<file path="config.mk">
export PLATFORM = sky130hd
export DESIGN_NAME = demc_front
export DESIGN_NICKNAME = d
export VERILOG_FILES = /design/src/hdl/de_mutation_crossover_element_core_assert.svh /design/src/hdl/demc_pkg.sv /design/src/hdl/demc_front.sv
export SDC_FILE = /design/constraint.sdc
export NUM_CORES = 1
export LEC_CHECK = 0
export BUFFER_PORTS_ARGS = -buffer_cell sky130_fd_sc_hd__buf_2
export CORE_AREA = 2 2 219 221
export DETAILED_ROUTE_END_ITERATION = 8
export DIE_AREA = 0 0 221 223
export MAX_ROUTING_LAYER = met4
export SYNTH_ARGS = -nofsm -noshare
export SYNTH_HDL_FRONTEND = slang
export SYNTH_SLANG_ARGS = --single-unit
</file>
<file path="constraint.sdc">
create_clock -name vclk -period 6.3
set_clock_uncertainty 0.1 [all_clocks]
set_input_delay 1.26 -clock vclk [all_inputs]
set_output_delay 1.26 -clock vclk [all_outputs]
set_load 0.005 [all_outputs]
</file>
<file path="src/hdl/de_mutation_crossover_element_core_assert.svh">
// Assertion shorthands for the trial-element core.
// Each checks on the rising edge of aclk and is quiet while aresetn is low.
`ifndef DE_MUTATION_CROSSOVER_ELEMENT_CORE_ASSERT_SVH
`define DE_MUTATION_CROSSOVER_ELEMENT_CORE_ASSERT_SVH
`ifndef SYNTH
`define DEMC_ASSERT_IMP(lbl, ante, cons) \
    lbl: assert property (@(posedge aclk) disable iff (!aresetn) (ante) |-> (cons)) \
        else $error("demc: same-cycle check failed");
`define DEMC_ASSERT_NXT(lbl, ante, cons) \
    lbl: assert property (@(posedge aclk) disable iff (!aresetn) (ante) |=> (cons)) \
        else $error("demc: next-cycle check failed");
`else
`define DEMC_ASSERT_IMP(lbl, ante, cons)
`define DEMC_ASSERT_NXT(lbl, ante, cons)
`endif
`endif

</file>
<file path="src/hdl/demc_pkg.sv">
`default_nettype none
package demc_pkg;

    localparam int VALUE_FRAC_BITS_DEF = 16;
    localparam int SCALE_FRAC_BITS     = 16;
    localparam int DEFAULT_RANGE       = 100;

    localparam int VALUE_W = 32;
    localparam int DIFF_W  = VALUE_W + 1;
    localparam int SCALE_W = 18;
    localparam int RATE_W  = 17;
    localparam int DRAW_W  = 16;
    localparam int PROD_W  = DIFF_W + SCALE_W + 1;
    localparam int ACC_W   = PROD_W + 2;
    localparam int RND_W   = ACC_W - SCALE_FRAC_BITS;
    localparam int MUT_W   = RND_W + 1;

    localparam logic [SCALE_W-1:0] SCALE_RESET = SCALE_W'(32768);
    localparam logic [RATE_W-1:0]  RATE_RESET  = RATE_W'(58982);

    localparam int QUEUE_DEPTH = 4;
    localparam int CFG_IDX_W   = 3;

    typedef enum logic [3:0] {
        STRAT_CUR1       = 4'd0,
        STRAT_CUR2       = 4'd1,
        STRAT_CUR_BEST1  = 4'd2,
        STRAT_CUR_BEST2  = 4'd3,
        STRAT_RAND1      = 4'd4,
        STRAT_RAND2      = 4'd5,
        STRAT_BEST1      = 4'd6,
        STRAT_BEST2      = 4'd7,
        STRAT_CUR_RAND1  = 4'd8,
        STRAT_MOD_RAND1  = 4'd9
    } strategy_t;

    typedef enum logic [CFG_IDX_W-1:0] {
        REG_STRATEGY = 3'd0,
        REG_SCALE    = 3'd1,
        REG_RATE     = 3'd2,
        REG_LOWER    = 3'd3,
        REG_UPPER    = 3'd4
    } reg_index_t;

    typedef struct packed {
        logic [3:0]                strategy;
        logic [SCALE_W-1:0]        scale;
        logic [RATE_W-1:0]         rate;
        logic signed [VALUE_W-1:0] lower;
        logic signed [VALUE_W-1:0] upper;
    } cfg_t;

    // One classified request: base term, current value, three differences, scale and crossover pick.
    typedef struct packed {
        logic signed [VALUE_W-1:0] base;
        logic signed [VALUE_W-1:0] cur;
        logic signed [DIFF_W-1:0]  diff0;
        logic signed [DIFF_W-1:0]  diff1;
        logic signed [DIFF_W-1:0]  diff2;
        logic [SCALE_W-1:0]        scale;
        logic                      take;
    } job_t;

endpackage
`default_nettype wire

</file>
<file path="src/hdl/demc_front.sv">
`default_nettype none
module demc_front import demc_pkg::*; (
    input  cfg_t                      cfg,
    input  logic signed [VALUE_W-1:0] current_value,
    input  logic signed [VALUE_W-1:0] best_value,
    input  logic signed [VALUE_W-1:0] donor_a,
    input  logic signed [VALUE_W-1:0] donor_b,
    input  logic signed [VALUE_W-1:0] donor_c,
    input  logic signed [VALUE_W-1:0] donor_d,
    input  logic signed [VALUE_W-1:0] donor_e,
    input  logic [DRAW_W-1:0]         crossover_draw,
    input  logic                      forced_position,
    input  logic [SCALE_W-1:0]        scale_draw,
    input  logic [RATE_W-1:0]         rate_draw,
    output job_t                      job
);

    logic signed [DIFF_W-1:0] d_ab, d_cd, d_bc, d_de, d_best_cur, d_a_cur;
    logic [RATE_W-1:0]        rate_use;

    assign d_ab       = {donor_a[VALUE_W-1], donor_a} - {donor_b[VALUE_W-1], donor_b};
    assign d_cd       = {donor_c[VALUE_W-1], donor_c} - {donor_d[VALUE_W-1], donor_d};
    assign d_bc       = {donor_b[VALUE_W-1], donor_b} - {donor_c[VALUE_W-1], donor_c};
    assign d_de       = {donor_d[VALUE_W-1], donor_d} - {donor_e[VALUE_W-1], donor_e};
    assign d_best_cur = {best_value[VALUE_W-1], best_value}
                        - {current_value[VALUE_W-1], current_value};
    assign d_a_cur    = {donor_a[VALUE_W-1], donor_a}
                        - {current_value[VALUE_W-1], current_value};

    always_comb begin
        job.base  = current_value;
        job.cur   = current_value;
        job.diff0 = '0;
        job.diff1 = '0;
        job.diff2 = '0;
        job.scale = cfg.scale;
        rate_use  = cfg.rate;
        case (strategy_t'(cfg.strategy))
            STRAT_CUR1: begin
                job.diff0 = d_ab;
            end
            STRAT_CUR2: begin
                job.diff0 = d_ab;
                job.diff1 = d_cd;
            end
            STRAT_CUR_BEST1: begin
                job.diff0 = d_best_cur;
                job.diff1 = d_ab;
            end
            STRAT_CUR_BEST2: begin
                job.diff0 = d_best_cur;
                job.diff1 = d_ab;
                job.diff2 = d_cd;
            end
            STRAT_RAND1: begin
                job.base  = donor_a;
                job.diff0 = d_bc;
            end
            STRAT_RAND2: begin
                job.base  = donor_a;
                job.diff0 = d_bc;
                job.diff1 = d_de;
            end
            STRAT_BEST1: begin
                job.base  = best_value;
                job.diff0 = d_ab;
            end
            STRAT_BEST2: begin
                job.base  = best_value;
                job.diff0 = d_ab;
                job.diff1 = d_cd;
            end
            STRAT_CUR_RAND1: begin
                job.diff0 = d_a_cur;
                job.diff1 = d_bc;
                job.diff2 = d_de;
            end
            STRAT_MOD_RAND1: begin
                job.diff0 = d_a_cur;
                job.scale = scale_draw;
                rate_use  = rate_draw;
            end
            default: begin
                // unused codes: mutant is the current value
                job.diff0 = '0;
            end
        endcase
        job.take = forced_position || ({1'b0, crossover_draw} <= rate_use);
    end

endmodule
`default_nettype wire

</file>
==> impl_metrics.ini, run 1 <==
[outcome]
status = finished, final reports clean

[setup_path]
critical_path_class = in -> out
worstSetupStartpointType = input port
slowest_delay_ps = 430
worstPathRequired_ps = 4940
arrival_ps = 4710
endpoint_kind = output pin
cp_slowest_cell = fa_1
cp_cell_sequence = buf_2 > inv_1 > ha_1 > inv_1 > fa_1 > a211oi_2 > o211ai_2 > a41oi_2 > o311ai_4 > a221oi_2 > o31a_1 > nor2b_4 > o21ai_1 > xnor2_1 > o21ai_0 > buf_2
path_max_fanout = 4

[job]
max_cap_violations = 0

[sta]
min_period_ps = 6070
maxSlewHeadroom_pct = 23.7
fmax_ghz = 0.165
setup_tns_ps = 0
hold_violations = 0
finalMaxSlewViolations = 0
tightest_slew_ps = 1140
setup_viol = 0
fin_hold_ws_ps = 2620
rsz0062_at_grt = false
fin_crit_sh_pct = 96.4

[worst_hold_path]
min_path_type = in -> out

[grt]
antenna_found_initial = 22
grt_util_met2_pct = 40.7
grt_pass1_wl_mm = 89.5
gr-usage-met3_pct = 3.19
globalRouteOverflowTotal = 0
grt_pass1_vias = 15300
track_usage_pct = 23.8
grt-busiest-layer = met2
grt_max_degree = 67
use_met1_pct = 29.6

[finish]
multi_input_area_um2 = 11500
fin_nets = 2960
areaGrowthSynthToFinish_pct = 24.3
fin_util_pct = 33.7
seq_cells = 0
nClkBuffers = 0
layout-drive-gt1-share_pct = 25.1
seqCellArea_um2 = 0
nFillCells = 5245

[floorplanning]
die_area_um2 = 49300
pin_count = 561
initial_utilization_pct = 27.1
num_rows = 80
dieWidth_um = 221
die_h_um = 223
core_um2 = 47100

[yosys]
yosysUniqueCellTypes = 76
yosys-top-cells-count = nand2_1, inv_1, ha_1, a21oi_1, o21ai_0
syn-cell-area_um2 = 12800
syn_nets = 2543
netlist_instances = 1983
yosysWarningCount = 0
synth_top_area_share_pct = 17.2
ys_top_cells_by_area = ha_1, nand2_1, a21oi_1, o21ai_0, inv_1
synth.avg_cell_area_um2 = 6.45
synth.most_common_cell = nand2_1
yosysSeqAreaShare_pct = 0
synth_top_area_cell = ha_1

[place]
routabilityCongestion = 0.992
portBuffers = 497
dpl.hpwl_mm = 53.3

[detailed_routing]
drc = 0
drtIter0Drc = 1073
drtPass1Iterations = 5
wl_per_cell_um = 19.9
viasPerCell = 5.20
via_count = 15800
finalWirelength_mm = 60.2
ant_nets = 0

[clocking]
hold_buffers = 0

[pwr]
power_mw = 1.73
p_leak_nw = 8.41
ir_drop_mv = 0.0279
p_per_area_nw_per_um2 = 109
## worst paths after layout
path                              start        to  cells past startpoint
worst min-delay path  current_value[16]  job[134]                      2
worst max-delay path         donor_d[0]   job[45]                     16
## metal layers
layer,routed length (um),up-vias
met5,0,-
met4,1780,0
met3,4070,83
met2,28300,649
met1,26100,7071
li1,-,7950
## cell usage in the layout (no fill, tap or decap), types with 21 or more instances in the layout
cell      instances
a211oi_1         21
a21o_1           67
a21oi_1         175
a22o_1           25
a31oi_1          21
buf_2           497
buf_4            41
ha_1            175
inv_1           204
mux2i_1          62
nand2_1         267
nand3_1          35
nand4_1          29
nor2_1          116
nor2b_1          27
o21ai_0         165
o22ai_1          25
xnor2_1          81
xor2_1           59
## logic make-up after synthesis
group / count (synthesis) / share of synthesized area (%)
buffers and inverters: 327 / 10.6
adders and majority gates: 181 / 18.0
and+or+nand+nor: 563 / 19.7
AOI/OAI and AO/OA: 690 / 35.5
muxes: 82 / 6.62
xor gates and xnor gates: 140 / 9.59
## layout make-up
type	instances	share of cell area (%)
Antenna cell	18	0.284
Inverter	204	4.82
Multi-Input combinational cell	1656	72.5
Tap cell	615	4.84
Timing Repair Buffer	538	17.6
## stage by stage
step,cell area [um2],setup WS [ps],instances
finish,15900,230,3031
global route,15900,10.9,3030
CTS,15800,29.4,3012
detailed placement,15800,60.8,3012
global placement,15800,32.5,3012
floorplan,12800,362,1983
## repair_timing
action,CTS,global route
resized for setup,0,14
setup buffers,0,1
setup endpoints to repair,0,15
## worst max-delay path, delay by kind of cell
kind | cells | cell delay [ps]
AOI/OAI and AO/OA | 8 | 2050
xor gates and xnor gates | 1 | 170
adders and majority gates | 2 | 620
buffers and inverters | 4 | 400
and+or+nand+nor | 1 | 210
## report_power, final
part | total, mW | switching [mW] | internal (mW)
registers | 0 | 0 | 0
clock network | 0.000000383 | 0 | 0.000000383
logic | 1.73 | 1.03 | 0.705
total | 1.73 | 1.03 | 0.705
(Power assumes the default switching activity.)
==> run 2, diff against run 1 <==
==> constraint.sdc (replaced) <==
create_clock -name vclk -period 6.3
set_clock_uncertainty 0.1 [all_clocks]
set_input_delay 1.26 -clock vclk [all_inputs]
set_output_delay 1.26 -clock vclk [all_outputs]
set_load 0.05 [all_outputs]
==> run 2 against run 1 <==
Against the previous run:
- wire length grew 0.18%
- critical path type unchanged
- first-iteration DRC count is 3.3% higher
- fmax is 0.22% higher
- utilization rose by 0.83 points
- largest cell class unchanged
- combinational power increased by 27%
- highest routed layer unchanged
- setup slack gained 13 ps
- via count grew 0.68%
- design area up 2.5%
- count of clock-buffer cells in the layout did not move
==> impl_metrics.ini, run 2 (synthesis gave the netlist of run 1 again) <==
[outcome]
status = finished, final reports clean

[sta]
fmax_ghz = 0.165
setup_viol = 0
fin_crit_sh_pct = 96.1
hold_violations = 0
tightest_slew_ps = 874
min_period_ps = 6060
layout_setup_ws_ps = 243
finalMaxSlewViolations = 0
maxSlewHeadroom_pct = 41.7

[pwr]
seq_power_share_pct = 0
power.switching_mw = 1.43
p_per_area_nw_per_um2 = 135
pwr-share-comb_pct = 100.0
p_leak_nw = 8.55
clock_power_share_pct = 0
ir_drop_mv = 0.0635
internal_power_mw = 0.772
switching_share_pct = 65.0

[grt]
grt_max_degree = 67
grt_pass1_wl_mm = 89.3
grt_util_met2_pct = 41.4
globalRouteOverflowTotal = 0
grt_pass1_vias = 15300
grt-busiest-layer = met2
track_usage_pct = 23.8
antenna_found_initial = 26
use_met1_pct = 29.1
gr-usage-met3_pct = 3.58

[detailed_routing]
drtPass1Iterations = 5
finalWirelength_mm = 60.3
wl_per_cell_um = 19.8
via_count = 15900
ant_nets = 0
viasPerCell = 5.19
drtIter0Drc = 1108
drc = 0

[finish]
seqCellArea_um2 = 0
layout_commonest_cell = buf_2
areaGrowthSynthToFinish_pct = 27.3
fin_nets = 2976
layout-drive-gt1-share_pct = 25.7
stdcell_count = 3053
seq_cells = 0
final_cell_mix = buf_2, nand2_1, inv_1
nClkBuffers = 0

[floorplanning]
dieWidth_um = 221
num_rows = 80
die_area_um2 = 49300
core_um2 = 47100
die_h_um = 223
pin_count = 561
initial_utilization_pct = 27.1

[setup_path]
worstSetupStartpoint = cfg[101]
arrival_ps = 4700
path_max_fanout = 3
worstSetupStartpointType = input port
endpoint_kind = output pin
worstPathRequired_ps = 4940
crit_end = job[111]
critical_path_class = in -> out

[place]
routabilityCongestion = 0.963
portBuffers = 497
dp_cells = 3028
pre_cts_ws_ps = -119
dpl.hpwl_mm = 53.4

[job]
max_cap_violations = 0

[worst_hold_path]
min_path_type = in -> out
## run 2: cell count changes in the layout (fill, tap and decap cells not counted), moves of 4 or more
cell | previous run | this run
buf_2 | 497 | 478
buf_4 | 41 | 58
buf_12 | 0 | 16
diode_2 | 18 | 24
o21ai_0 | 165 | 159
o21ai_2 | 1 | 5
## run 2: layer usage
metal / up-vias / wire [um]
li1: 8001 / -
met1: 7214 / 26200
met3: 64 / 4070
met4: 0 / 1490
met5: - / 0
met2: 581 / 28600
## run 2: worst min path at each step
stage                       from  endpoint  cells after the start
3_5_place_dp   current_value[31]  job[149]                      2
6_report       current_value[31]  job[149]                      2
2_1_floorplan   current_value[0]  job[118]                      1
4_1_cts        current_value[31]  job[149]                      2
5_1_grt        current_value[15]  job[133]                      2
3_3_place_gp   current_value[31]  job[149]                      2
## run 2: metrics by stage
stage               power (mW)  instance area (um2)  setup TNS (ps)  hold WS, ps  util (%)
detailed placement        2.18                16100            -383         2730      34.3
global route              2.38                16300           -33.2         2740      34.5
finish                    2.20                16300               0         2730      34.5
floorplan                 1.50                12800               0         2590         -
CTS                       2.19                16200               0         2730      34.3
global placement          2.18                16100            -336         2730      34.3
## run 2: layout make-up
class	count	area [um2]
antenna	24	60.1
fill	5245	30900
inverter	204	766
multi-input combinational	1656	11500
tap	615	769
timing repair buffer	554	3160
## run 2: worst max-delay path, cell delays in order
cell and delay [ps]:
buf_2 120, nor2_4 140, and2_4 170, mux2i_1 190
ha_2 200, inv_1 60, fa_2 370, a21o_1 210
nand2_2 80, o211ai_1 150, a221oi_2 250, buf_4 170
o31ai_4 80, a31oi_2 220, buf_4 150, buf_4 110
nor2_1 40, nor2_1 110, xnor2_1 180, a21o_1 170
buf_2 270
## run 2: timing repair
| item | CTS | global route |
|---|---|---|
| pin swaps | 0 | 6 |
| resized for setup | 2 | 16 |
| endpoints found under the setup margin | 6 | 19 |
| buffers inserted | 0 | 1 |
| endpoints found under the hold margin | 0 | 0 |
| hold buffers | 0 | 0 |
## run 2: power groups by stage
stage | registers (mW) | logic, mW | clock network, mW
3_3_place_gp | 0 | 2.18 | 0
6_report | 0 | 2.20 | 0.000000511
4_1_cts | 0 | 2.19 | 0
3_5_place_dp | 0 | 2.18 | 0
2_1_floorplan | 0 | 1.50 | 0
5_1_grt | 0 | 2.38 | 0.000000489
==> run 3, diff against run 2 <==
- RECOVER_POWER: unset -> 100
- clock period: 6.3 -> 6.75 ns (I/O delays scaled with it)
==> run 3 against run 2 <==
Against the previous run:
- the run now ends with capacitance limit, slew limit left
- critical path type unchanged
- setup slack better by 0.62 ps
- die area is the same
- first-iteration DRC count shrank 6.7%
==> impl_metrics.ini, run 3 (synthesis gave the netlist of run 1 again) <==
[clocking]
cts_setup_buffers = 0

[sta]
rsz0062_at_grt = false
tightest_slew_ps = 2590
maxSlewHeadroom_pct = -72.8
fin_crit_sh_pct = 96.4
min_period_ps = 6510
setup_tns_ps = 0
finalMaxSlewViolations = 100
layout_setup_ws_ps = 244
setup_viol = 0
fmax_ghz = 0.154
hold_violations = 0

[detailed_routing]
finalWirelength_mm = 60.3
drtPass1Iterations = 5
via_count = 15700
drtIter0Drc = 1034
ant_nets = 0
drc = 0
wl_per_cell_um = 20.0
viasPerCell = 5.21

[setup_path]
worstPathRequired_ps = 5300
endpoint_kind = output pin
arrival_ps = 5060
worstSetupStartpointType = input port
critical_path_class = in -> out
path_max_fanout = 4

[finish]
seqCellArea_um2 = 0
layout-drive-gt1-share_pct = 18.6
stdcell_area_um2 = 15700
final_cell_mix = buf_2, nand2_1, inv_1
layout_commonest_cell = buf_2
nClkBuffers = 0
nFillCells = 5373
areaGrowthSynthToFinish_pct = 22.6
seq_cells = 0
fin_nets = 2950

[grt]
globalRouteOverflowTotal = 0
track_usage_pct = 23.8
grt_pass1_wl_mm = 89.5
grt_max_degree = 67
grt_pass1_vias = 15300
antenna_found_initial = 21
gr-usage-met3_pct = 3.52
grt_util_met2_pct = 40.8
use_met1_pct = 29.8
grt-busiest-layer = met2

[pwr]
p_per_area_nw_per_um2 = 127
power_mw = 1.98
p_leak_nw = 7.95
ir_drop_mv = 0.0618

[place]
pre_cts_ws_ps = 171
dpl.hpwl_mm = 53.1
portBuffers = 497
placed_area_um2 = 15900
routabilityCongestion = 0.957

[job]
max_cap_violations = 2

[floorplanning]
core_um2 = 47100
die_h_um = 223
dieWidth_um = 221
num_rows = 80
initial_utilization_pct = 27.1
die_area_um2 = 49300
pin_count = 561

[outcome]
status = finished with violations
violations = capacitance limit, slew limit

[worst_hold_path]
min_path_type = in -> out
## run 3: cell types whose count changed in the layout (fill, tap and decap cells not counted), sizes merged
cell          delta
buf            -183
clkbuf         +156
diode            -5
dlymetal6s2s     +1
## run 3: metrics by stage
| stage | hold slack [ps] | std cells | utilization (%) |
|---|---|---|---|
| detailed placement | 2910 | 3003 | 33.7 |
| CTS | 2910 | 3003 | 33.7 |
| global route | 3000 | 3021 | 33.2 |
| floorplan | 2770 | 1983 | - |
| finish | 3000 | 3022 | 33.2 |
| global placement | 2910 | 3003 | 33.7 |
## run 3: layout make-up
cell class	count	area, um2	share of cell area, %
multi-input combinational	1656	11400	73.0
timing repair buffer	528	2650	16.9
tap	615	769	4.91
inverter	204	766	4.89
antenna	19	47.5	0.303
## run 3: worst paths after layout
check | startpoint | to | cells after the start
worst max-delay path | donor_d[0] | job[45] | 16
worst min-delay path | current_value[16] | job[134] | 2
## run 3: per-layer routing
layer	part of all wire [%]	wire length [um]
met1	44	26300
met2	47	28300
met3	7.0	4210
met4	2.5	1540
met5	0	0
## run 3: what timing repair did
| action | 4_1_cts | 5_1_grt |
|---|---|---|
| endpoints found under the setup margin | 0 | 6 |
| hold buffers | 0 | 0 |
| resized for setup | 0 | 2 |
| endpoints found under the hold margin | 0 | 0 |
## run 3: worst max-delay path, stage by stage
cell and delay, ps:
buf_2 110, inv_1 50, ha_1 190, inv_1 70
fa_1 420, a211oi_1 350, o211ai_1 210, a41oi_2 360
o311ai_4 170, a221oi_2 400, o31a_1 260, nor2b_4 200
o21ai_1 90, xnor2_1 170, o21ai_0 310, clkbuf_2 350
## run 3: report_power, final
part / switching (mW) / leakage, nW / internal, mW
sequential: 0 / 0 / 0
clock: 0 / 0.000120 / 0.000000378
combinational: 1.33 / 7.95 / 0.656
total: 1.33 / 7.95 / 0.656
