--- config.mk ---
export PLATFORM = sky130hd
export DESIGN_NAME = demc_queue
export DESIGN_NICKNAME = d
export VERILOG_FILES = /design/src/hdl/demc_pkg.sv /design/src/hdl/demc_queue.sv
export VERILOG_INCLUDE_DIRS = /design/src /design/src/hdl
export SDC_FILE = /design/constraint.sdc
export NUM_CORES = 1
export LEC_CHECK = 0
export BUFFER_PORTS_ARGS = -buffer_cell sky130_fd_sc_hd__buf_2
export CAP_MARGIN = 20
export CORE_ASPECT_RATIO = 0.7
export CORE_MARGIN = 2
export CORE_UTILIZATION = 35
export DETAILED_ROUTE_END_ITERATION = 8
export GPL_TIMING_DRIVEN = 0
export SETUP_SLACK_MARGIN = 0.02
export SLEW_MARGIN = 15
export SYNTH_ARGS = -nofsm -noshare
export SYNTH_HDL_FRONTEND = slang
export SYNTH_SLANG_ARGS = --single-unit
export TNS_END_PERCENT = 10
--- constraint.sdc ---
create_clock -name aclk -period 16.82 [get_ports aclk]
set_clock_uncertainty 0.1 [all_clocks]
set_input_delay 3.364 -clock aclk [delete_from_list [all_inputs] [get_ports aclk]]
set_output_delay 3.364 -clock aclk [all_outputs]
set_load 0.01 [all_outputs]
--- src/hdl/de_mutation_crossover_element_core_assert.svh ---
// Assertion shorthands for the trial-element core.
// Each checks on the rising edge of aclk and is quiet while aresetn is low.
`ifndef DE_MUTATION_CROSSOVER_ELEMENT_CORE_ASSERT_SVH
`define DE_MUTATION_CROSSOVER_ELEMENT_CORE_ASSERT_SVH
`ifndef SYNTH
`define DEMC_ASSERT_IMP(lbl, ante, cons) \
    lbl: assert property (@(posedge aclk) disable iff (!aresetn) (ante) |-> (cons)) \
        else $error("demc: same-cycle check failed");
`define DEMC_ASSERT_NXT(lbl, ante, cons) \
    lbl: assert property (@(posedge aclk) disable iff (!aresetn) (ante) |=> (cons)) \
        else $error("demc: next-cycle check failed");
`else
`define DEMC_ASSERT_IMP(lbl, ante, cons)
`define DEMC_ASSERT_NXT(lbl, ante, cons)
`endif
`endif

--- src/hdl/demc_pkg.sv ---
`default_nettype none
package demc_pkg;

    localparam int VALUE_FRAC_BITS_DEF = 16;
    localparam int SCALE_FRAC_BITS     = 16;
    localparam int DEFAULT_RANGE       = 100;

    localparam int VALUE_W = 32;
    localparam int DIFF_W  = VALUE_W + 1;
    localparam int SCALE_W = 18;
    localparam int RATE_W  = 17;
    localparam int DRAW_W  = 16;
    localparam int PROD_W  = DIFF_W + SCALE_W + 1;
    localparam int ACC_W   = PROD_W + 2;
    localparam int RND_W   = ACC_W - SCALE_FRAC_BITS;
    localparam int MUT_W   = RND_W + 1;

    localparam logic [SCALE_W-1:0] SCALE_RESET = SCALE_W'(32768);
    localparam logic [RATE_W-1:0]  RATE_RESET  = RATE_W'(58982);

    localparam int QUEUE_DEPTH = 4;
    localparam int CFG_IDX_W   = 3;

    typedef enum logic [3:0] {
        STRAT_CUR1       = 4'd0,
        STRAT_CUR2       = 4'd1,
        STRAT_CUR_BEST1  = 4'd2,
        STRAT_CUR_BEST2  = 4'd3,
        STRAT_RAND1      = 4'd4,
        STRAT_RAND2      = 4'd5,
        STRAT_BEST1      = 4'd6,
        STRAT_BEST2      = 4'd7,
        STRAT_CUR_RAND1  = 4'd8,
        STRAT_MOD_RAND1  = 4'd9
    } strategy_t;

    typedef enum logic [CFG_IDX_W-1:0] {
        REG_STRATEGY = 3'd0,
        REG_SCALE    = 3'd1,
        REG_RATE     = 3'd2,
        REG_LOWER    = 3'd3,
        REG_UPPER    = 3'd4
    } reg_index_t;

    typedef struct packed {
        logic [3:0]                strategy;
        logic [SCALE_W-1:0]        scale;
        logic [RATE_W-1:0]         rate;
        logic signed [VALUE_W-1:0] lower;
        logic signed [VALUE_W-1:0] upper;
    } cfg_t;

    // One classified request: base term, current value, three differences, scale and crossover pick.
    typedef struct packed {
        logic signed [VALUE_W-1:0] base;
        logic signed [VALUE_W-1:0] cur;
        logic signed [DIFF_W-1:0]  diff0;
        logic signed [DIFF_W-1:0]  diff1;
        logic signed [DIFF_W-1:0]  diff2;
        logic [SCALE_W-1:0]        scale;
        logic                      take;
    } job_t;

endpackage
`default_nettype wire

--- src/hdl/demc_queue.sv ---
`default_nettype none
`include "de_mutation_crossover_element_core_assert.svh"
module demc_queue import demc_pkg::*; (
    input  logic aclk,
    input  logic aresetn,
    input  logic push,
    input  job_t push_job,
    input  logic pop,
    output job_t pop_job,
    output logic full,
    output logic empty
);

    localparam int PTR_W = $clog2(QUEUE_DEPTH);
    localparam int CNT_W = $clog2(QUEUE_DEPTH + 1);

    job_t             mem_reg [QUEUE_DEPTH];
    logic [PTR_W-1:0] wr_ptr_reg, rd_ptr_reg;
    logic [CNT_W-1:0] count_reg;

    assign full    = (count_reg == CNT_W'(QUEUE_DEPTH));
    assign empty   = (count_reg == '0);
    assign pop_job = mem_reg[rd_ptr_reg];

    always_ff @(posedge aclk) begin
        if (push) begin
            mem_reg[wr_ptr_reg] <= push_job;
        end
    end

    always_ff @(posedge aclk) begin
        if (!aresetn) begin
            wr_ptr_reg <= '0;
            rd_ptr_reg <= '0;
            count_reg  <= '0;
        end else begin
            if (push) begin
                wr_ptr_reg <= wr_ptr_reg + 1'b1;
            end
            if (pop) begin
                rd_ptr_reg <= rd_ptr_reg + 1'b1;
            end
            if (push && !pop) begin
                count_reg <= count_reg + 1'b1;
            end else if (pop && !push) begin
                count_reg <= count_reg - 1'b1;
            end
        end
    end

    `DEMC_ASSERT_IMP(a_no_pop_empty, pop, !empty)
    `DEMC_ASSERT_NXT(a_push_fills, (push && !pop), (count_reg != '0))

endmodule
`default_nettype wire

==> results.ini, run 1 <==
[cells_and_area]
final_cells=2501
largest_reg_flops=728
syn_to_final_growth_pct=21.7
final_nets=1644
layout-drive-gt1-share_pct=46.9

[routing]
wl_um=54300
wl_per_cell_um=21.7
drt-initial-drc-count=713
first_pass_iters=4
via_per_inst=4.81
drc=0
ant_nets=0
dr_total_vias=12000

[sta]
worstMarginPinSlew_ns=0.808
setup_violations=0
fin_crit_ns=5.90
setup_tns_ns=0
final.period_utilization_pct=35.1
slew_headroom_pct=46.1
setup_ws_ns=10.92
rsz0062_at_grt=false
fmax_ghz=0.169
maxSlewViolCount=0
hold_viol=0

[worst_setup_path]
r2r-start=wr_ptr_reg[0]$_SDFFE_PN0P_
rr_endpoint=mem_reg[3][153]$_DFFE_PP_
worstSetupPathType=reg2out
cp-end-kind=output port
cp_max_fo=10
crit_path_end=pop_job[49]
r2r_slack_ns=14.48
required_ns=13.36
reg2reg_depth=5
startpoint_type=flip-flop
critPathArrivalTime_ns=2.44

[synthesis]
syn_avg_cell_area_um2=26.9
synthArstFlopShare_pct=0
synthFlopType=edfxtp_1
synthCells=993
synth_edf_count=728
synth_top_area_cell=edfxtp_1
synth_top_area_share_pct=81.8
syn_nets=1185
seq_area_frac_synth_pct=82.5
synthesis.area_mm2=0.0267
ys_types=21
ys_seq_elements=737
yosys-top-cells-area=edfxtp_1, mux4_2, buf_6, dfxtp_1, buf_2
ys_warn_count=0

[flow_run]
cap_violations=0

[die]
die-area_mm2=0.0786
start_util_pct=35.5
rows=84
die_y_um=235
coreArea_mm2=0.0754
io_pins=370
die_w_um=334

[global_routing]
grt_busiest_layer=met2
use_met2_pct=22.1
grt_max_degree=49
grt_usage_pct=13.7
use_met1_pct=17.1
grt_pass1_vias=12700
met3_usage_pct=5.57
antenna_found_initial=20
grt_pass1_wl_um=79800
grt_overflow_total=0

[power_and_ir_drop]
totalPowerFinal_uw=4080
peakVddDrop_v=0.0000969
intPower_uw=3190
cellLeakagePower_uw=0.0108
clock_power_share_pct=37.8
swShare_pct=21.9
switchingPower_uw=895
seqPwrFrac_pct=52.1
p_comb_share_pct=10.1
cellPowerDensity_mw_per_mm2=126

[clocking]
cts_setup_buffers=0
h-tree-depth=3
root_buffer=clkbuf_16
insertion_delay_ns=0.60
cts.clk_slew.worst_paths_ns=0.06
postCtsResizedCells=0
cts_tree=done
ctsHoldBuffers=0
clkSinkCount=737
numCtsBuffers=71
cts_buffer_depth=3

[placement]
dp_slack_ns=11.43
dp.cells=2368
gp_congestion=0.720
hpwl_um=35000
port_buffers=369

[run_status]
status=complete, no violations

[worst_hold_path]
hp-class=reg2reg

[layer usage]
metal / up-vias / share of wire, %
met4: 32 / 2.0
met2: 338 / 48
li1: 5244 / -
met3: 107 / 8.6
met1: 6312 / 41
met5: - / 0.39
[power by group through the flow]
| stage | Clock, uW | Sequential, uW | Combinational [uW] |
|---|---|---|---|
| floorplan | 0 | 2180 | 230 |
| global placement | 0 | 2190 | 401 |
| detailed placement | 0 | 2170 | 423 |
| CTS | 1600 | 2130 | 425 |
| global route | 1670 | 2130 | 445 |
| finish | 1540 | 2130 | 412 |
[critical path: stages, from the launching register on]
cell	delay (ns)
dfxtp_1	0.32
buf_4	0.26
clkbuf_1	0.65
mux4_2	0.44
buf_2	0.16
[cells by family after synthesis]
| kind of cell | synth area share, % |
|---|---|
| adder cells (fa/ha/maj) | 0.309 |
| flip-flops | 82.5 |
| buffers and inverters | 1.25 |
| XOR/XNOR | 0.164 |
| AO/OA/AOI/OAI | 0.0468 |
| multiplexers | 15.4 |
| AND/OR/NAND/NOR | 0.342 |
[placed cells by master (no fill, tap or decap), types with 5 or more instances in the layout]
master / instances
mux4_2: 182
buf_6: 20
edfxtp_1: 728
buf_2: 382
buf_16: 15
inv_6: 6
diode_2: 6
clkbuf_16: 73
dfxtp_1: 9
clkbuf_1: 21
and2_1: 5
clkinv_1: 11
bufinv_16: 6
clkinv_2: 12
ha_1: 5
[cell usage after synthesis (2+ instances only)]
cell type	n
buf_2	13
nor2b_1	2
xnor2_1	2
mux4_2	182
inv_1	4
buf_6	20
dfxtp_1	9
clkbuf_1	6
ha_1	5
edfxtp_1	728
mux2i_1	2
and2_1	9
xor2_1	3
[layout make-up]
class                   instances  area [um2]
inverters                       4        15.0
well taps                     989        1240
flip-flops and latches        737       22000
plain buffers                  40         320
clock buffers                  88        1880
multi-input cells             212        4360
clock inverters                39         365
repair buffers                386        2290
diodes                          6        15.0
fillers                      6414       42800
[through the flow]
stage	hold WS, ns	cell area [um2]	utilization, %
after floorplan	0.372	26700	-
after detailed placement	0.436	30300	40.2
after global placement	0.384	29800	39.6
after global routing	0.494	32500	43.2
final	0.437	32500	43.2
after CTS	0.443	32500	43.1
[worst min-delay path by stage]
stage | start | endpoint | slack [ns] | cells past startpoint
final | count_reg[2]$_SDFFE_PN0P_ | count_reg[2]$_SDFFE_PN0P_ | 0.44 | 2
after CTS | count_reg[2]$_SDFFE_PN0P_ | count_reg[2]$_SDFFE_PN0P_ | 0.44 | 2
after global routing | count_reg[2]$_SDFFE_PN0P_ | count_reg[2]$_SDFFE_PN0P_ | 0.49 | 2
after detailed placement | count_reg[2]$_SDFFE_PN0P_ | count_reg[2]$_SDFFE_PN0P_ | 0.44 | 2
after global placement | count_reg[2]$_SDFFE_PN0P_ | count_reg[2]$_SDFFE_PN0P_ | 0.38 | 2
after floorplan | count_reg[2]$_SDFFE_PN0P_ | count_reg[2]$_SDFFE_PN0P_ | 0.37 | 2
Note: power is estimated with default switching activity, not from simulation.
==> run 2, diff against run 1 <==
==> constraint.sdc (replaced) <==
create_clock -name aclk -period 5.1 [get_ports aclk]
set_clock_uncertainty 0.1 [all_clocks]
set_input_delay 1.02 -clock aclk [delete_from_list [all_inputs] [get_ports aclk]]
set_output_delay 1.02 -clock aclk [all_outputs]
set_load 0.01 [all_outputs]
==> results.ini, run 2 (synthesis gave the netlist of run 1 again) <==
[worst_setup_path]
cp_top_family=buffers and inverters
crit_buf_inv=4  ; +1
r2r-start=wr_ptr_reg[0]$_SDFFE_PN0P_
startpoint_type=flip-flop
cpMostUsedCell=buf_2
rr_endpoint=mem_reg[0][155]$_DFFE_PP_
reg2reg_depth=5  ; unchanged
critPathArrivalTime_ns=2.48  ; +0.04 ns
r2r_slack_ns=2.79  ; -11.69 ns
cp-end-kind=output port
path_cells=clkbuf_1 -> buf_8 -> buf_2 -> mux4_2 -> buf_2
cpPeakStageDelay_ns=0.50  ; -0.15 ns
required_ns=3.98  ; -9.38 ns
worstSetupPathType=reg2out
crit_path_top_delay_cell=clkbuf_1
crit_path_end=pop_job[162]
worst-path-stages=5  ; +1
cp_max_fo=10  ; unchanged

[sta]
final.period_utilization_pct=70.5
setup_ws_ns=1.50  ; -9.42 ns
hold_viol=0  ; unchanged
setup_violations=0  ; unchanged
fin_crit_ns=3.60
maxSlewViolCount=0  ; unchanged
fmax_ghz=0.278
rsz0062_at_grt=false
worstMarginPinSlew_ns=0.766  ; -0.0419 ns
setup_tns_ns=0  ; unchanged
slew_headroom_pct=48.9  ; +2.8 points

[clocking]
cts_tree=done
cts.clk_slew.worst_paths_ns=0.06  ; about the same
root_buffer=clkbuf_16
ctsHoldBuffers=0  ; unchanged
postCtsResizedCells=0  ; unchanged
numCtsBuffers=72  ; +1.4%
cts_buffer_depth=3  ; unchanged
h-tree-depth=3  ; unchanged
insertion_delay_ns=0.60  ; about the same
clkSinkCount=737  ; unchanged
cts_setup_buffers=0  ; unchanged

[run_status]
status=complete, no violations

[worst_hold_path]
hp-class=reg2reg

[flow_run]
cap_violations=0  ; unchanged

[power_and_ir_drop]
switchingPower_uw=2960  ; +230%
swShare_pct=22.0  ; +0.13 points
intPower_uw=10500  ; +230%
clock_power_share_pct=37.7  ; about the same
cellLeakagePower_uw=0.0108  ; -0.17%
peakVddDrop_v=0.000295  ; +200%
cellPowerDensity_mw_per_mm2=413  ; +230%
p_comb_share_pct=10.1  ; about the same
seqPwrFrac_pct=52.2  ; about the same

[cells_and_area]
layout-drive-gt1-share_pct=46.5  ; -0.40 points
multiInputGateArea_mm2=0.00436  ; unchanged
seqCellArea_mm2=0.0220  ; unchanged
final_common_cell=edfxtp_1
syn_to_final_growth_pct=21.6
final_nets=1645  ; +0.061%
fill_cells=6380  ; -0.53%
largest_reg_flops=728  ; unchanged
final_cell_mix=edfxtp_1, buf_2, mux4_2

[global_routing]
grt_usage_pct=13.8  ; +0.097 points
antenna_found_initial=17  ; -15%
grt_overflow_total=0  ; unchanged
grt_pass1_wl_um=80300  ; +0.67%
grt_pass1_vias=12800  ; +0.42%
grt_max_degree=46  ; -6.1%

[routing]
wl_per_cell_um=21.8  ; +0.61%
wl_um=54600  ; +0.53%
first_pass_iters=5  ; +1
drc=0  ; unchanged
drt-initial-drc-count=629  ; -12%
via_per_inst=4.85  ; +0.73%
ant_nets=0  ; unchanged
dr_total_vias=12100  ; +0.65%

[die]
die_w_um=334  ; unchanged
coreArea_mm2=0.0754  ; unchanged
rows=84  ; unchanged
die-area_mm2=0.0786  ; unchanged
start_util_pct=35.5  ; unchanged
io_pins=370  ; unchanged
die_y_um=235  ; unchanged

[placement]
dp_slack_ns=2.03  ; -9.40 ns
hpwl_um=35300  ; +0.92%
port_buffers=369  ; unchanged
gp_congestion=0.699  ; -2.8%

## run 2: cell types whose count changed in the layout (fill, tap and decap cells not counted), sizes merged
cell	previous run	this run
clkinv	24	26
clkinvlp	3	1
diode	6	4
clkbuf	94	98
inv	10	8
bufinv	6	4
## run 2: worst min path at each step
stage	startpoint	endpoint	slack [ns]	cells after the start
floorplan	count_reg[2]$_SDFFE_PN0P_	count_reg[2]$_SDFFE_PN0P_	0.37	2
global placement	count_reg[2]$_SDFFE_PN0P_	count_reg[2]$_SDFFE_PN0P_	0.40	2
detailed placement	count_reg[2]$_SDFFE_PN0P_	count_reg[2]$_SDFFE_PN0P_	0.43	2
CTS	count_reg[2]$_SDFFE_PN0P_	count_reg[2]$_SDFFE_PN0P_	0.44	2
global route	push_job[147]	mem_reg[3][147]$_DFFE_PP_	0.48	1
finish	count_reg[2]$_SDFFE_PN0P_	count_reg[2]$_SDFFE_PN0P_	0.44	2
## run 2: area by class of cell
class	instances	area share (%)
Buffer	40	0.986
Inverter	4	0.0462
Antenna cell	4	0.0308
Timing Repair Buffer	386	6.99
Clock inverter	35	0.905
Tap cell	989	3.81
Sequential cell	737	67.8
Multi-Input combinational cell	212	13.4
Clock buffer	92	5.97
## run 2: metrics by stage
step	util (%)	area, um2	hold slack [ns]	cells	power [uW]
global route	43.1	32500	0.483	2495	13900
finish	43.1	32500	0.439	2499	13400
CTS	43.1	32500	0.439	2495	13700
detailed placement	40.1	30200	0.433	2368	8540
floorplan	-	26700	0.372	993	7930
global placement	39.6	29800	0.403	2351	8530
## run 2: power groups by stage
| stage | combinational [uW] | clock [uW] | sequential [uW] |
|---|---|---|---|
| after floorplan | 759 | 0 | 7170 |
| after global placement | 1320 | 0 | 7210 |
| after detailed placement | 1390 | 0 | 7150 |
| after CTS | 1390 | 5240 | 7020 |
| after global routing | 1460 | 5440 | 7040 |
| final | 1350 | 5070 | 7020 |
## run 2: routing by layer
layer	part of all wire [%]	global-route usage [%]	vias up
li1	-	-	5253
met1	41	17.5	6386
met2	47	21.7	355
met3	9.3	5.77	93
met4	1.9	3.85	24
met5	0.25	0	-
## run 2: tightest hold or removal path, cell delays in order, from the launching register on
cell and delay (ns):
dfxtp_1 0.34, o21ai_0 0.07, a21boi_0 0.08
==> run 3, diff against run 2 <==
==> constraint.sdc (replaced) <==
create_clock -name aclk -period 3 [get_ports aclk]
set_clock_uncertainty 0.1 [all_clocks]
set_input_delay 0.6 -clock aclk [delete_from_list [all_inputs] [get_ports aclk]]
set_output_delay 0.6 -clock aclk [all_outputs]
set_load 0.01 [all_outputs]
==> results.ini, run 3 (synthesis gave the netlist of run 1 again) <==
[worst_setup_path]
r2r_slack_ns=0.92  ; -1.87 ns
cp-end-kind=output port
r2r-start=wr_ptr_reg[0]$_SDFFE_PN0P_
critPathArrivalTime_ns=2.19  ; -0.29 ns
worstSetupPathType=reg2out
rr_endpoint=mem_reg[3][100]$_DFFE_PP_
cp_max_fo=10  ; unchanged
startpoint_type=flip-flop
reg2reg_depth=4  ; -1
required_ns=2.30  ; -1.68 ns

[die]
die-area_mm2=0.0786  ; unchanged
coreArea_mm2=0.0754  ; unchanged
io_pins=370  ; unchanged
start_util_pct=35.5  ; unchanged
die_y_um=235  ; unchanged
die_w_um=334  ; unchanged
rows=84  ; unchanged

[sta]
fmax_ghz=0.346
final.period_utilization_pct=96.3
slew_headroom_pct=77.4  ; +28 points
hold_slack_ns=0.105  ; -0.334 ns
rsz0062_at_grt=true
worstMarginPinSlew_ns=0.339  ; -0.427 ns
fin_crit_ns=2.89
setup_violations=0  ; unchanged
maxSlewViolCount=0  ; unchanged
setup_ws_ns=0.112  ; -1.39 ns
hold_viol=0  ; unchanged

[cells_and_area]
fill_cells=6405  ; +0.39%
final_cells=2498  ; -0.040%
final_nets=1643  ; -0.12%
largest_reg_flops=728  ; unchanged
final_cell_mix=edfxtp_1, buf_2, mux4_2
final_common_cell=edfxtp_1
layout-drive-gt1-share_pct=46.7  ; +0.12 points
syn_to_final_growth_pct=21.5  ; about the same
fin_area_mm2=0.0325  ; about the same

[clocking]
cts_tree=done
cts.clk_slew.worst_paths_ns=0.06  ; about the same
clkSinkCount=737  ; unchanged
cts_buffer_depth=3  ; unchanged
root_buffer=clkbuf_16
numCtsBuffers=71  ; -1.4%
h-tree-depth=3  ; unchanged
insertion_delay_ns=0.61  ; about the same

[flow_run]
cap_violations=0  ; unchanged

[run_status]
status=complete, no violations

[placement]
dp_slack_ns=0.0341  ; -1.99 ns
hpwl_um=34400  ; -2.5%
port_buffers=369  ; unchanged
placed_area_mm2=0.0303  ; about the same
dp.cells=2367  ; -0.042%
gp_congestion=0.724  ; +3.6%

[routing]
drc=0  ; unchanged
dr_wl_met3_um=4630  ; -8.9%
wl_met2_um=25200  ; -2.6%
first_pass_iters=7  ; +2
via_per_inst=4.79  ; -1.1%
drt-initial-drc-count=590  ; -6.2%
wl_um=53900  ; -1.3%
wl_per_cell_um=21.6  ; -1.2%
dr_total_vias=12000  ; -1.2%
ant_nets=0  ; unchanged
highest_layer=met5
wl_met1_um=22800  ; +1.9%

[power_and_ir_drop]
cellLeakagePower_uw=0.0108  ; about the same
cellPowerDensity_mw_per_mm2=697  ; +68%
peakVddDrop_v=0.000453  ; +53%
totalPowerFinal_uw=22600  ; +68%

[worst_hold_path]
hp-class=in2reg
hold_depth=1  ; -1
hold_path_end=mem_reg[1][174]$_DFFE_PP_
min_from=push_job[174]

[global_routing]
grt_max_degree=48  ; +4.3%
antenna_found_initial=18  ; +1
grt_usage_pct=13.6  ; -0.16 points
grt_pass1_wl_um=79600  ; -0.83%
grt_pass1_vias=12500  ; -1.8%
grt_overflow_total=0  ; unchanged

[run 3: routing by layer]
| metal | up-vias | track usage (%) |
|---|---|---|
| li1 | 5265 | - |
| met1 | 6243 | 17.7 |
| met2 | 330 | 21.2 |
| met3 | 103 | 5.49 |
| met4 | 26 | 3.79 |
| met5 | - | 0 |
[run 3: timing repair]
item                       4_1_cts  5_1_grt
setup buffers                    0        0
hold buffers                     0        0
hold endpoints to repair         0        0
setup endpoints to repair      138       50
resized for setup               12        4
[run 3: worst max-delay path by stage]
stage                                    end  slack, ns
CTS                             pop_job[140]     -0.002
floorplan            mem_reg[3][0]$_DFFE_PP_      -0.37
global route                     pop_job[40]      -0.01
global placement    mem_reg[2][68]$_DFFE_PP_      -2.44
detailed placement              pop_job[140]       0.03
finish                          pop_job[120]       0.11
[run 3: critical path, cell delays in order (launching register included)]
cell	delay [ns]
dfxtp_1	0.38
buf_8	0.23
buf_8	0.20
mux4_2	0.57
buf_2	0.17
[run 3: where the power goes]
part           total [uW]  switching, uW  leakage (uW)  internal [uW]
clock network        8390           3660       0.00105           4730
registers           11900           96.4       0.00676          11800
logic                2310           1250       0.00300           1060
total               22600           5010        0.0108          17600
[run 3: stage by stage]
step | util, % | setup TNS (ns)
6_report | 43.1 | 0
5_1_grt | 43.1 | -0.0392
4_1_cts | 43.1 | -0.00154
3_5_place_dp | 40.2 | 0
3_3_place_gp | 39.6 | -1115.65
2_1_floorplan | - | -135.37
[run 3: cell type report]
class	instances	area, um2	share of cell area [%]
Antenna cell	7	17.5	0.0539
Buffer	40	363	1.12
Clock buffer	88	1840	5.67
Clock inverter	36	322	0.990
Inverter	4	15.0	0.0462
Multi-Input combinational cell	212	4360	13.4
Sequential cell	737	22000	67.9
Tap cell	989	1240	3.81
Timing Repair Buffer	385	2290	7.04
